===== src/rtl/core/ptbl_pkg.sv =====
// package for the per-client token bucket limiter
// table size, config register indices, status codes, table entry type and divider control and status structs
// no dependencies
package ptbl_pkg;

  localparam int ENTRIES   = 64;
  localparam int IDX_W     = $clog2(ENTRIES);
  localparam int CNT_W     = IDX_W + 1;
  localparam int MS_PER_S  = 1000;
  localparam int DEN_W     = 26;
  localparam int QUO_W     = 17;
  localparam int QCNT_W    = 5;
  localparam int PROD_W    = 64;
  localparam int CFG_IDX_W = 8;

  localparam logic [CFG_IDX_W-1:0] REG_LIMIT  = 8'd0;
  localparam logic [CFG_IDX_W-1:0] REG_WINDOW = 8'd1;

  typedef enum logic [1:0] {
    ST_ADMITTED = 2'd0,
    ST_TOO_MANY = 2'd1,
    ST_FULL     = 2'd2,
    ST_SWEEP    = 2'd3
  } status_t;

  typedef struct packed {
    logic [31:0] key;
    logic [15:0] tokens;
    logic [47:0] last_ms;
  } entry_t;

  typedef struct packed {
    logic start;
  } div_ctl_t;

  typedef struct packed {
    logic             done;
    logic             sat;
    logic [QUO_W-1:0] quo;
  } div_sts_t;

endpackage


===== src/rtl/core/ptbl_div.sv =====
// restoring divider for the refill amount, one quotient bit a cycle
// flags a quotient of 2^17 or more as saturated; depends on ptbl_pkg
module ptbl_div import ptbl_pkg::*; (
  input  logic              clk,
  input  logic              rst_n,
  input  div_ctl_t          ctl,
  input  logic [PROD_W-1:0] dividend,
  input  logic [DEN_W-1:0]  divisor,
  output div_sts_t          sts
);

  logic                     busy_r, busy_nxt;
  logic [PROD_W-1:0]        rem_r, rem_nxt;
  logic [DEN_W+QUO_W-1:0]   ds_r, ds_nxt;
  logic [QCNT_W-1:0]        cnt_r, cnt_nxt;
  logic [QUO_W-1:0]         quo_r, quo_nxt;
  logic                     sat_r, sat_nxt;
  logic                     done_r, done_nxt;
  logic                     ge;

  assign ge = rem_r >= PROD_W'(ds_r);

  always_comb begin
    busy_nxt = busy_r;
    rem_nxt  = rem_r;
    ds_nxt   = ds_r;
    cnt_nxt  = cnt_r;
    quo_nxt  = quo_r;
    sat_nxt  = sat_r;
    done_nxt = 1'b0;
    if (ctl.start) begin
      busy_nxt = 1'b1;
      rem_nxt  = dividend;
      ds_nxt   = {divisor, QUO_W'(0)};
      cnt_nxt  = QCNT_W'(QUO_W);
      quo_nxt  = '0;
      sat_nxt  = 1'b0;
    end else if (busy_r) begin
      if (cnt_r == QCNT_W'(QUO_W)) begin
        if (ge) begin
          sat_nxt  = 1'b1;
          busy_nxt = 1'b0;
          done_nxt = 1'b1;
        end
      end else if (ge) begin
        rem_nxt = rem_r - PROD_W'(ds_r);
        quo_nxt = quo_r | (QUO_W'(1) << cnt_r);
      end
      ds_nxt  = ds_r >> 1;
      cnt_nxt = cnt_r - 1'b1;
      if (cnt_r == '0) begin
        busy_nxt = 1'b0;
        done_nxt = 1'b1;
      end
    end
  end

  always_ff @(posedge clk) begin
    if (!rst_n) begin
      busy_r <= 1'b0;
      done_r <= 1'b0;
    end else begin
      busy_r <= busy_nxt;
      done_r <= done_nxt;
    end
    rem_r <= rem_nxt;
    ds_r  <= ds_nxt;
    cnt_r <= cnt_nxt;
    quo_r <= quo_nxt;
    sat_r <= sat_nxt;
  end

  assign sts.done = done_r;
  assign sts.sat  = sat_r;
  assign sts.quo  = quo_r;

endmodule


===== config.mk =====
export PLATFORM = sky130hd
export DESIGN_NAME = ptbl_div
export DESIGN_NICKNAME = d
export VERILOG_FILES = /design/src/rtl/core/ptbl_pkg.sv /design/src/rtl/core/ptbl_div.sv
export SDC_FILE = /design/constraint.sdc
export NUM_CORES = 1
export LEC_CHECK = 0
export BUFFER_PORTS_ARGS = -buffer_cell sky130_fd_sc_hd__buf_2
export CAP_MARGIN = 30
export CORE_AREA = 4 4 164 166
export DETAILED_ROUTE_END_ITERATION = 8
export DIE_AREA = 0 0 168 170
export PLACE_DENSITY = 0.56
export SYNTH_ARGS = -nofsm -noshare
export SYNTH_HDL_FRONTEND = slang
export SYNTH_SLANG_ARGS = --single-unit

===== constraint.sdc =====
create_clock -name clk -period 15.7 [get_ports clk]
set_input_delay 1.57 -clock clk [delete_from_list [all_inputs] [get_ports clk]]
set_output_delay 1.57 -clock clk [all_outputs]
set_load 0.01 [all_outputs]

==> results.yml, run 1 <==
status:
  outcome: "complete, no violations"
sta:
  finalCriticalPeriod_ps: 4110
  tns_ps: 0
  max-slew-margin-rel_pct: 38.3
  finalSetupViolations: 0
  unrepaired_setup_endpoints_after_global_routing: "false"
  skew_ps: 15.6
  worst_pin_slew_ps: 902
  maxSlewViolCount: 0
  achievable_freq_mhz: 243
  setup_ws_ps: 11590
  finalHoldViolCount: 0
  layout_worst_path_cycle_share_pct: 26.2
clock_network:
  number_of_buffers_inserted_during_clock_tree_synthesis: 17
  holdBufCountCts: 0
  clk_latency_ps: 430
  htree_num_levels: 4
  cts_tree: "done"
  path_clk_slew_ps: 60
  numClockSinks: 132
  number_of_gates_resized_after_cts: 0
  clock_tree.buffer_depth: 2
  clock-root-buffer: "sky130_fd_sc_hd__clkbuf_16"
  postCtsSetupRepairBufs: 0
hold_path:
  timing.hold.worst_endpoint: "quo_r[8]"
  hp-start: "quo_r[8]"
  worst_hold_path.num_cells: 1
  holdCritPathClass: "reg2reg"
critical_path:
  timing.critical_path.buf_inv: 1
  worst_path_cell_with_the_longest_stage_delay: "sky130_fd_sc_hd__buf_4"
  worstReg2RegStart: "rem_r[27]"
  crit_path_max_incr_delay_ps: 710
  data_required_time_of_the_critical_path_ps: 15750
  r2r.worst_path.cells: 10
  crit_path_dat_ps: 4160
  worst-setup-path-type: "reg2reg"
  cp_common_cell: "sky130_fd_sc_hd__o21ai_4"
  setup.reg_to_reg.worst_slack_ps: 11590
  worstPathCellList: "ha_1 -> nand4_1 -> or2_2 -> nor3_1 -> and3_1 -> a221o_1 -> or3_1 -> o21ai_4 -> o21ai_4 -> buf_4"
  cpLargestDelayFamily: "simple AND/OR/NAND/NOR gates"
  worst_r2r_endpoint: "rem_r[14]"
  worst_setup_path_end_kind: "register"
  cp-start-kind: "register"
  critical_path_peak_fanout: 64
flow_run:
  cap_viol_max_count: 0
placed_design:
  place_congestion: 0.856
  dpl_worst_slack_ps: 11640
  port_buffers: 111
  place_hpwl_um: 17000
route:
  detailed_routing_iteration_count_for_the_pre_antenna_repair_pass: 5
  dr_total_vias: 7675
  detail_route.wirelength_um: 23700
  detail-route-antenna-nets: 0
  vias_per_cell: 5.27
  dr.first_iter.drc_count: 477
  route.detailed.wl_per_inst_um: 16.3
  route.detailed.drc: 0
synthesis:
  synth_compound_gate_area_share_pct: 20.3
  synth.net_count: 1177
  post_synth_fa_ha_maj_area_fraction_pct: 7.07
  yosys_most_used_dff: "sky130_fd_sc_hd__edfxtp_1"
  synthMuxAreaShare_pct: 2.31
  synth_cell_types: 65
  number_of_instances_in_the_synthesized_netlist: 1035
  synth_enable_flop_cells: 90
  synth.avg_cell_area_um2: 8.49
  yosysSeqAreaShare_pct: 40.3
  post_synth_and_or_nand_nor_area_fraction_pct: 20.0
  yosys.area_share.xor_xnor_pct: 4.39
  ys.warnings.count: 0
  netlist_area_um2: 8780
  ys_async_sr_fraction_pct: 0
  synth.ff_latch_count: 132
  synth_top_family_by_area: "compound AO/OA/AOI/OAI gates"
power:
  internal_power_mw: 0.854
  total_power_mw: 1.33
  ir_drop_mv: 0.0626
  seq_power_share_pct: 34.4
  static-leakage-power_nw: 4.00
  swShare_pct: 35.7
  power_switching_mw: 0.473
  power.clock.fraction_pct: 30.6
  comb_power_share_pct: 34.9
  p_per_area_nw_per_um2: 130
global_route:
  grt_first_pass_wirelength_um: 38000
  grt_start_max_net_pins: 124
  grt.overflow.total: 0
  grt_pass1_vias: 7371
  grt_antenna_before_repair: 1
  gr_util_all_layers_pct: 16.4
floorplanning:
  core-area_um2: 25600
  die_y_um: 170
  design.portCount: 112
  floorplan.initialDensity_pct: 34.3
  core_rows: 59
  fp.dieArea_um2: 28600
  die_width_um: 168
layout:
  num-nets-final: 1249
  drive_above_1_share_pct: 14.6
  antenna_cells: 0
  fillerInstances: 2577
  layout.core_utilization_pct: 39.7
  syn_to_final_growth_pct: 15.8
## metal layers
metal	vias to the layer above	global-route usage, %	part of all wire [%]
li1	3865	-	-
met1	3589	22.7	48
met2	198	26.2	46
met3	21	3.86	5.0
met4	2	3.78	1.1
met5	-	0	0.068
## final cells by class
type / count / area, um^2 / area share, %
multi-input cells: 776 / 4760 / 46.8
flip-flops and latches: 132 / 3540 / 34.8
repair buffers: 117 / 603 / 5.93
clock buffers: 22 / 529 / 5.20
well taps: 335 / 419 / 4.12
inverters: 63 / 236 / 2.32
clock inverters: 10 / 78.8 / 0.775
## registers in the layout, indices dropped and copies added, names as in the netlist
signal / flops
quo_r: 17
sat_r: 1
done_r: 1
ds_r: 43
busy_r: 1
rem_r: 64
cnt_r: 5
## synth_stat cells, types with 22 or more instances
cell type	instances	share of area [%]
sky130_fd_sc_hd__nand2_1	176	7.5
sky130_fd_sc_hd__o21ai_0	100	5.7
sky130_fd_sc_hd__edfxtp_1	90	31
sky130_fd_sc_hd__nor2_1	78	3.3
sky130_fd_sc_hd__inv_1	63	2.7
sky130_fd_sc_hd__clkbuf_1	55	2.4
sky130_fd_sc_hd__ha_1	48	6.8
sky130_fd_sc_hd__a21oi_1	47	2.7
sky130_fd_sc_hd__dfxtp_1	42	9.6
sky130_fd_sc_hd__xnor2_1	32	3.2
sky130_fd_sc_hd__nand3_1	23	1.3
sky130_fd_sc_hd__a21o_1	22	1.9
sky130_fd_sc_hd__nand4_1	22	1.6
## cells in the final DEF, fill, tap and decap left out, types with 10 or more instances in the layout
| cell | instances |
|---|---|
| sky130_fd_sc_hd__a21o_1 | 22 |
| sky130_fd_sc_hd__a21oi_1 | 47 |
| sky130_fd_sc_hd__a31oi_1 | 13 |
| sky130_fd_sc_hd__buf_2 | 110 |
| sky130_fd_sc_hd__clkbuf_16 | 21 |
| sky130_fd_sc_hd__dfxtp_1 | 41 |
| sky130_fd_sc_hd__edfxtp_1 | 90 |
| sky130_fd_sc_hd__ha_1 | 48 |
| sky130_fd_sc_hd__inv_1 | 62 |
| sky130_fd_sc_hd__mux2i_1 | 18 |
| sky130_fd_sc_hd__nand2_1 | 176 |
| sky130_fd_sc_hd__nand3_1 | 23 |
| sky130_fd_sc_hd__nand4_1 | 22 |
| sky130_fd_sc_hd__nor2_1 | 78 |
| sky130_fd_sc_hd__nor3_1 | 18 |
| sky130_fd_sc_hd__nor4_1 | 11 |
| sky130_fd_sc_hd__o21ai_0 | 99 |
| sky130_fd_sc_hd__o2bb2ai_1 | 17 |
| sky130_fd_sc_hd__o31ai_1 | 12 |
| sky130_fd_sc_hd__or3_1 | 13 |
| sky130_fd_sc_hd__or4_1 | 10 |
| sky130_fd_sc_hd__xnor2_1 | 32 |
| sky130_fd_sc_hd__xor2_1 | 12 |
## logic make-up after synthesis
logic type               Yosys count
AND/OR/NAND/NOR                  386
AO/OA/AOI/OAI                    277
flip-flops                       132
buffers and inverters            127
adder cells (fa/ha/maj)           49
XOR/XNOR                          44
multiplexers                      20
## stage by stage
| step | hold slack, ps | instances | instance area [um^2] |
|---|---|---|---|
| after floorplan | 426 | 1035 | 8780 |
| after global placement | 453 | 1422 | 9560 |
| after detailed placement | 445 | 1423 | 9570 |
| after CTS | 466 | 1455 | 10200 |
| after global routing | 485 | 1455 | 10200 |
| final | 462 | 1455 | 10200 |
## power by group through the flow
stage / clock (mW) / combinational, mW / sequential (mW)
after detailed placement: 0 / 0.460 / 0.464
after global placement: 0 / 0.459 / 0.462
final: 0.407 / 0.464 / 0.457
after floorplan: 0 / 0.352 / 0.456
after global routing: 0.431 / 0.519 / 0.461
after CTS: 0.414 / 0.464 / 0.457
## worst max-delay path by stage
stage,startpoint,to,slack (ps),cells after the start
final,rem_r[27],rem_r[14],11590,10
after CTS,rem_r[27],rem_r[23],11610,10
after global routing,ds_r[27],rem_r[22],11320,11
after global placement,rem_r[0],rem_r[27],11740,12
after floorplan,rem_r[27],rem_r[0],8190,10
after detailed placement,rem_r[27],rem_r[26],11640,10
No activity file was read; power rests on OpenSTA's default activity.
==> inputs of run 2 (changes only) <==
--- a/config.mk
+++ b/config.mk
@@ -10,7 +10,7 @@
 export CORE_AREA = 4 4 164 166
 export DETAILED_ROUTE_END_ITERATION = 8
 export DIE_AREA = 0 0 168 170
-export PLACE_DENSITY = 0.56
+export PLACE_DENSITY = 0.58
 export SYNTH_ARGS = -nofsm -noshare
 export SYNTH_HDL_FRONTEND = slang
 export SYNTH_SLANG_ARGS = --single-unit
==> constraint.sdc (replaced) <==
create_clock -name clk -period 3.77 [get_ports clk]
set_input_delay 0.377 -clock clk [delete_from_list [all_inputs] [get_ports clk]]
set_output_delay 0.377 -clock clk [all_outputs]
set_load 0.01 [all_outputs]
==> run 2 against run 1 <==
Compared with the run above: via count grew 0.12%; register-to-register slack got worse by 11000 ps; utilization rose by 0.054 points; die area unchanged; sequential power rose to 4.2 times the previous value; largest cell class unchanged; critical path depth unchanged; flip-flop and latch count stayed put; combinational power rose to 4.2 times the previous value.
==> results.yml, run 2 (synthesis gave the netlist of run 1 again) <==
layout:
  layout.cells.most_common: "sky130_fd_sc_hd__nand2_1"
  largest-register: "rem_r"
  drive_above_1_share_pct: 15.2
  reg_top3: "rem_r x64, ds_r x43, quo_r x17"
  largest_reg_flops: 64
  fin_area_um2: 10200
  layout.cells.most_common_list: "sky130_fd_sc_hd__nand2_1 (176), sky130_fd_sc_hd__buf_2 (110), sky130_fd_sc_hd__o21ai_0 (99)"
  syn_to_final_growth_pct: 16.0
  layout.core_utilization_pct: 39.8
  num-nets-final: 1256
clock_network:
  clock-root-buffer: "sky130_fd_sc_hd__clkbuf_16"
  htree_num_levels: 4
  clk_latency_ps: 430
  number_of_gates_resized_after_cts: 0
  number_of_buffers_inserted_during_clock_tree_synthesis: 17
  clock_tree.buffer_depth: 2
  postCtsSetupRepairBufs: 0
  holdBufCountCts: 0
  cts_tree: "done"
  numClockSinks: 132
  path_clk_slew_ps: 60
global_route:
  grt_util_met3_pct: 4.95
  grt_start_max_net_pins: 82
  gr_util_all_layers_pct: 16.7
  grtUsageMet2_pct: 27.5
  grt_first_pass_wirelength_um: 38600
  grt_most_used_layer: "met2"
  grt.overflow.total: 0
  grt_antenna_before_repair: 8
  grt_pass1_vias: 7483
  globalRouteMet1Util_pct: 21.5
critical_path:
  setup.reg_to_reg.worst_slack_ps: 240
  worst-setup-path-type: "reg2reg"
  crit_path_dat_ps: 3680
  data_required_time_of_the_critical_path_ps: 3920
  worst_setup_path_end_kind: "register"
  cp-start-kind: "register"
  r2r.worst_path.cells: 10
  worstReg2RegStart: "rem_r[2]"
  critical_path_peak_fanout: 50
  worst_r2r_endpoint: "rem_r[19]"
hold_path:
  hp-start: "divisor[20]"
  timing.hold.worst_endpoint: "ds_r[37]"
  holdCritPathClass: "in2reg"
  worst_hold_path.num_cells: 3
power:
  p_per_area_nw_per_um2: 532
  total_power_mw: 5.42
  static-leakage-power_nw: 4.02
  ir_drop_mv: 0.298
route:
  detailed_routing_iteration_count_for_the_pre_antenna_repair_pass: 5
  route.detailed.wl_per_inst_um: 16.4
  vias_per_cell: 5.25
  route.detailed.drc: 0
  dr.first_iter.drc_count: 477
  detail-route-antenna-nets: 0
  detail_route.wirelength_um: 24000
  dr_total_vias: 7684
floorplanning:
  die_y_um: 170
  die_width_um: 168
  core_rows: 59
  floorplan.initialDensity_pct: 34.3
  fp.dieArea_um2: 28600
  core-area_um2: 25600
  design.portCount: 112
sta:
  finalHoldViolCount: 0
  tns_ps: 0
  finalCriticalPeriod_ps: 3530
  skew_ps: 10.7
  final.hold.worst_slack_ps: 223
  finalSetupViolations: 0
  worst_pin_slew_ps: 817
  maxSlewViolCount: 0
  unrepaired_setup_endpoints_after_global_routing: "false"
  achievable_freq_mhz: 283
  layout_worst_path_cycle_share_pct: 93.8
  max-slew-margin-rel_pct: 44.2
placed_design:
  dpl_cell_area_um2: 9640
  place_hpwl_um: 17800
  place_congestion: 0.883
  port_buffers: 111
status:
  outcome: "complete, no violations"
flow_run:
  cap_viol_max_count: 0
## run 2: cell types whose count changed in the layout (fill, tap and decap cells not counted), moves of 2 or more
cell and delta:
sky130_fd_sc_hd__buf_4 +7, sky130_fd_sc_hd__clkbuf_16 -3, sky130_fd_sc_hd__clkinv_1 +2, sky130_fd_sc_hd__clkinv_2 +3, sky130_fd_sc_hd__diode_2 +2, sky130_fd_sc_hd__inv_4 +2, sky130_fd_sc_hd__inv_6 -3
## run 2: layer usage
layer,share of wire [%],vias up
li1,-,3888
met1,46,3596
met2,46,150
met3,5.4,36
met4,1.6,14
met5,0.34,-
## run 2: report_power, final
part           switching (mW)  internal (mW)  leakage [nW]
combinational            1.19          0.768          2.49
sequential              0.107           1.80          1.25
clock                   0.665          0.894         0.278
## run 2: cell type report
class                           instances  area [um^2]
Antenna cell                            2         5.00
Clock buffer                           20          468
Clock inverter                         12         75.1
Fill cell                            2628        15400
Inverter                               63          236
Multi-Input combinational cell        776         4770
Sequential cell                       132         3540
Tap cell                              335          419
Timing Repair Buffer                  124          672
## run 2: per-stage QoR
stage / worst slack [ps] / cells
6_report: 236 / 1464
5_1_grt: 50.9 / 1463
4_1_cts: 262 / 1462
3_5_place_dp: 302 / 1430
3_3_place_gp: 348 / 1430
2_1_floorplan: 0.912 / 1035
## run 2: how the worst max path moves through the flow
stage	from	end	slack, ps	cells after the start
4_1_cts	rem_r[2]	rem_r[23]	260	10
6_report	rem_r[2]	rem_r[19]	240	10
3_3_place_gp	rem_r[0]	rem_r[31]	350	12
2_1_floorplan	rem_r[22]	rem_r[0]	0.9	10
5_1_grt	rem_r[0]	rem_r[22]	50	12
3_5_place_dp	rem_r[2]	rem_r[33]	300	10
## run 2: worst max-delay path, cell delays in order (launching register included)
cell	delay, ps
sky130_fd_sc_hd__edfxtp_1	380
sky130_fd_sc_hd__ha_1	350
sky130_fd_sc_hd__nor2b_1	160
sky130_fd_sc_hd__o31a_1	280
sky130_fd_sc_hd__o31a_1	340
sky130_fd_sc_hd__a21o_1	270
sky130_fd_sc_hd__a221o_1	460
sky130_fd_sc_hd__or3_1	460
sky130_fd_sc_hd__o21ai_4	210
sky130_fd_sc_hd__o21ai_4	90
sky130_fd_sc_hd__buf_12	210
==> inputs of run 3 (changes only) <==
--- a/config.mk
+++ b/config.mk
@@ -7,9 +7,9 @@
 export LEC_CHECK = 0
 export BUFFER_PORTS_ARGS = -buffer_cell sky130_fd_sc_hd__buf_2
 export CAP_MARGIN = 30
-export CORE_AREA = 4 4 164 166
+export CORE_AREA = 4 4 125 217
 export DETAILED_ROUTE_END_ITERATION = 8
-export DIE_AREA = 0 0 168 170
+export DIE_AREA = 0 0 129 221
 export PLACE_DENSITY = 0.58
 export SYNTH_ARGS = -nofsm -noshare
 export SYNTH_HDL_FRONTEND = slang
==> run 3 against run 2 <==
Compared with the run above: worst hold slack got worse by 37 ps; critical path type unchanged; highest routed layer is now met4; die area fell by 0.18%; maximum frequency fell by 1.9%.
==> results.yml, run 3 (synthesis gave the netlist of run 1 again) <==
sta:
  achievable_freq_mhz: 278
  maxSlewViolCount: 0
  finalCriticalPeriod_ps: 3600
  layout_worst_path_cycle_share_pct: 95.6
  finalHoldViolCount: 0
  worst_pin_slew_ps: 884
  finalSetupViolations: 0
  skew_ps: 10.5
  tns_ps: 0
  unrepaired_setup_endpoints_after_global_routing: "false"
  max-slew-margin-rel_pct: 39.6
hold_path:
  hp-start: "rst_n"
  timing.hold.worst_endpoint: "busy_r"
  worst_hold_path.num_cells: 2
  holdCritPathClass: "in2reg"
layout:
  layout.cells.most_common: "sky130_fd_sc_hd__nand2_1"
  fillerInstances: 2702
  layout.core_utilization_pct: 40.3
  layout.cells.most_common_list: "sky130_fd_sc_hd__nand2_1 (176), sky130_fd_sc_hd__buf_2 (110), sky130_fd_sc_hd__o21ai_0 (99)"
  multi_input_comb_area_um2: 4770
  syn_to_final_growth_pct: 15.7
  largest_reg_flops: 64
  largest-register: "rem_r"
  regArea_um2: 3540
  num-nets-final: 1258
  antenna_cells: 0
  drive_above_1_share_pct: 15.2
  reg_top3: "rem_r x64, ds_r x43, quo_r x17"
clock_network:
  holdBufCountCts: 0
  clock-root-buffer: "sky130_fd_sc_hd__clkbuf_16"
  number_of_buffers_inserted_during_clock_tree_synthesis: 17
  numClockSinks: 132
  path_clk_slew_ps: 60
  number_of_gates_resized_after_cts: 0
  clk_latency_ps: 440
  postCtsSetupRepairBufs: 0
  htree_num_levels: 4
  clock_tree.buffer_depth: 2
  cts_tree: "done"
global_route:
  grt.overflow.total: 0
  grt_pass1_vias: 7823
  grt_first_pass_wirelength_um: 39900
  grt_start_max_net_pins: 80
  gr_util_all_layers_pct: 17.7
  grt_antenna_before_repair: 0
route:
  top_signal_layer_used: "met4"
  detail_route.wirelength_um: 25000
  dr.first_iter.drc_count: 458
  detail-route-antenna-nets: 0
  wl_met1_um: 9580
  met2RoutedLength_um: 13600
  route.detailed.drc: 0
  route.detailed.wl_per_inst_um: 17.3
  dr_total_vias: 7654
  detailed_routing_iteration_count_for_the_pre_antenna_repair_pass: 6
  routed-wl-met3_um: 838
  vias_per_cell: 5.30
critical_path:
  worst_setup_path_end_kind: "register"
  data_required_time_of_the_critical_path_ps: 3930
  worstPathCellList: "inv_1 -> ha_1 -> fa_1 -> nor2b_1 -> o31a_1 -> o31a_1 -> a21o_1 -> a221o_1 -> or3_1 -> o21ai_4 -> o21ai_4 -> buf_4"
  setup.reg_to_reg.worst_slack_ps: 170
  r2r.worst_path.cells: 12
  worst_r2r_endpoint: "rem_r[22]"
  crit_path_dat_ps: 3760
  worst-setup-path-type: "reg2reg"
  worstReg2RegStart: "rem_r[0]"
  worst_path_cell_with_the_longest_stage_delay: "sky130_fd_sc_hd__or3_1"
  cp-start-kind: "register"
  crit_path_max_incr_delay_ps: 480
  critical_path_peak_fanout: 27
status:
  outcome: "complete, no violations"
placed_design:
  place_congestion: 0.907
  place_hpwl_um: 19000
  port_buffers: 111
floorplanning:
  fp.dieArea_um2: 28500
  die_y_um: 221
  floorplan.initialDensity_pct: 34.8
  core-area_um2: 25200
  die_width_um: 129
  design.portCount: 112
  core_rows: 77
flow_run:
  cap_viol_max_count: 0
power:
  total_power_mw: 5.42
  p_per_area_nw_per_um2: 533
  ir_drop_mv: 0.308
  static-leakage-power_nw: 4.02
[run 3: how the worst max path moves through the flow]
| stage | startpoint | depth (start not counted) | slack, ps | endpoint |
|---|---|---|---|---|
| final | rem_r[0] | 12 | 170 | rem_r[22] |
| after global routing | rem_r[0] | 12 | 5 | rem_r[17] |
| after CTS | rem_r[0] | 12 | 160 | rem_r[17] |
| after detailed placement | rem_r[0] | 12 | 190 | rem_r[11] |
| after global placement | rem_r[0] | 12 | 270 | rem_r[9] |
| after floorplan | rem_r[22] | 10 | 0.9 | rem_r[0] |
[run 3: critical path, delay by kind of cell (launching register included)]
kind	cells	cell delay (ps)
AND/OR/NAND/NOR	2	550
adder cells (fa/ha/maj)	2	400
flip-flops	1	370
AO/OA/AOI/OAI	6	1630
buffers and inverters	2	360
[run 3: report_power, final]
part           switching (mW)  internal, mW
Sequential              0.117          1.80
Clock                   0.638         0.889
Combinational            1.20         0.773
Total                    1.96          3.46
[run 3: stage by stage]
| stage | worst slack, ps | cells | instance area, um^2 | hold WS [ps] |
|---|---|---|---|---|
| CTS | 160 | 1445 | 10200 | 168 |
| detailed placement | 192 | 1413 | 9630 | 444 |
| floorplan | 0.912 | 1035 | 8800 | 426 |
| global placement | 270 | 1413 | 9630 | 435 |
| finish | 167 | 1445 | 10200 | 186 |
| global route | 5.23 | 1445 | 10200 | 200 |
[run 3: metal layers]
| metal | track usage, % | up-vias |
|---|---|---|
| li1 | - | 3879 |
| met1 | 18.5 | 3570 |
| met2 | 32.9 | 154 |
| met3 | 3.28 | 51 |
| met4 | 8.51 | 0 |
| met5 | 0 | - |
[run 3: layout make-up]
class	count	area share [%]
multi-input cells	776	46.9
flip-flops and latches	132	34.9
repair buffers	126	6.76
clock buffers	23	4.72
well taps	316	3.89
inverters	63	2.33
clock inverters	9	0.529
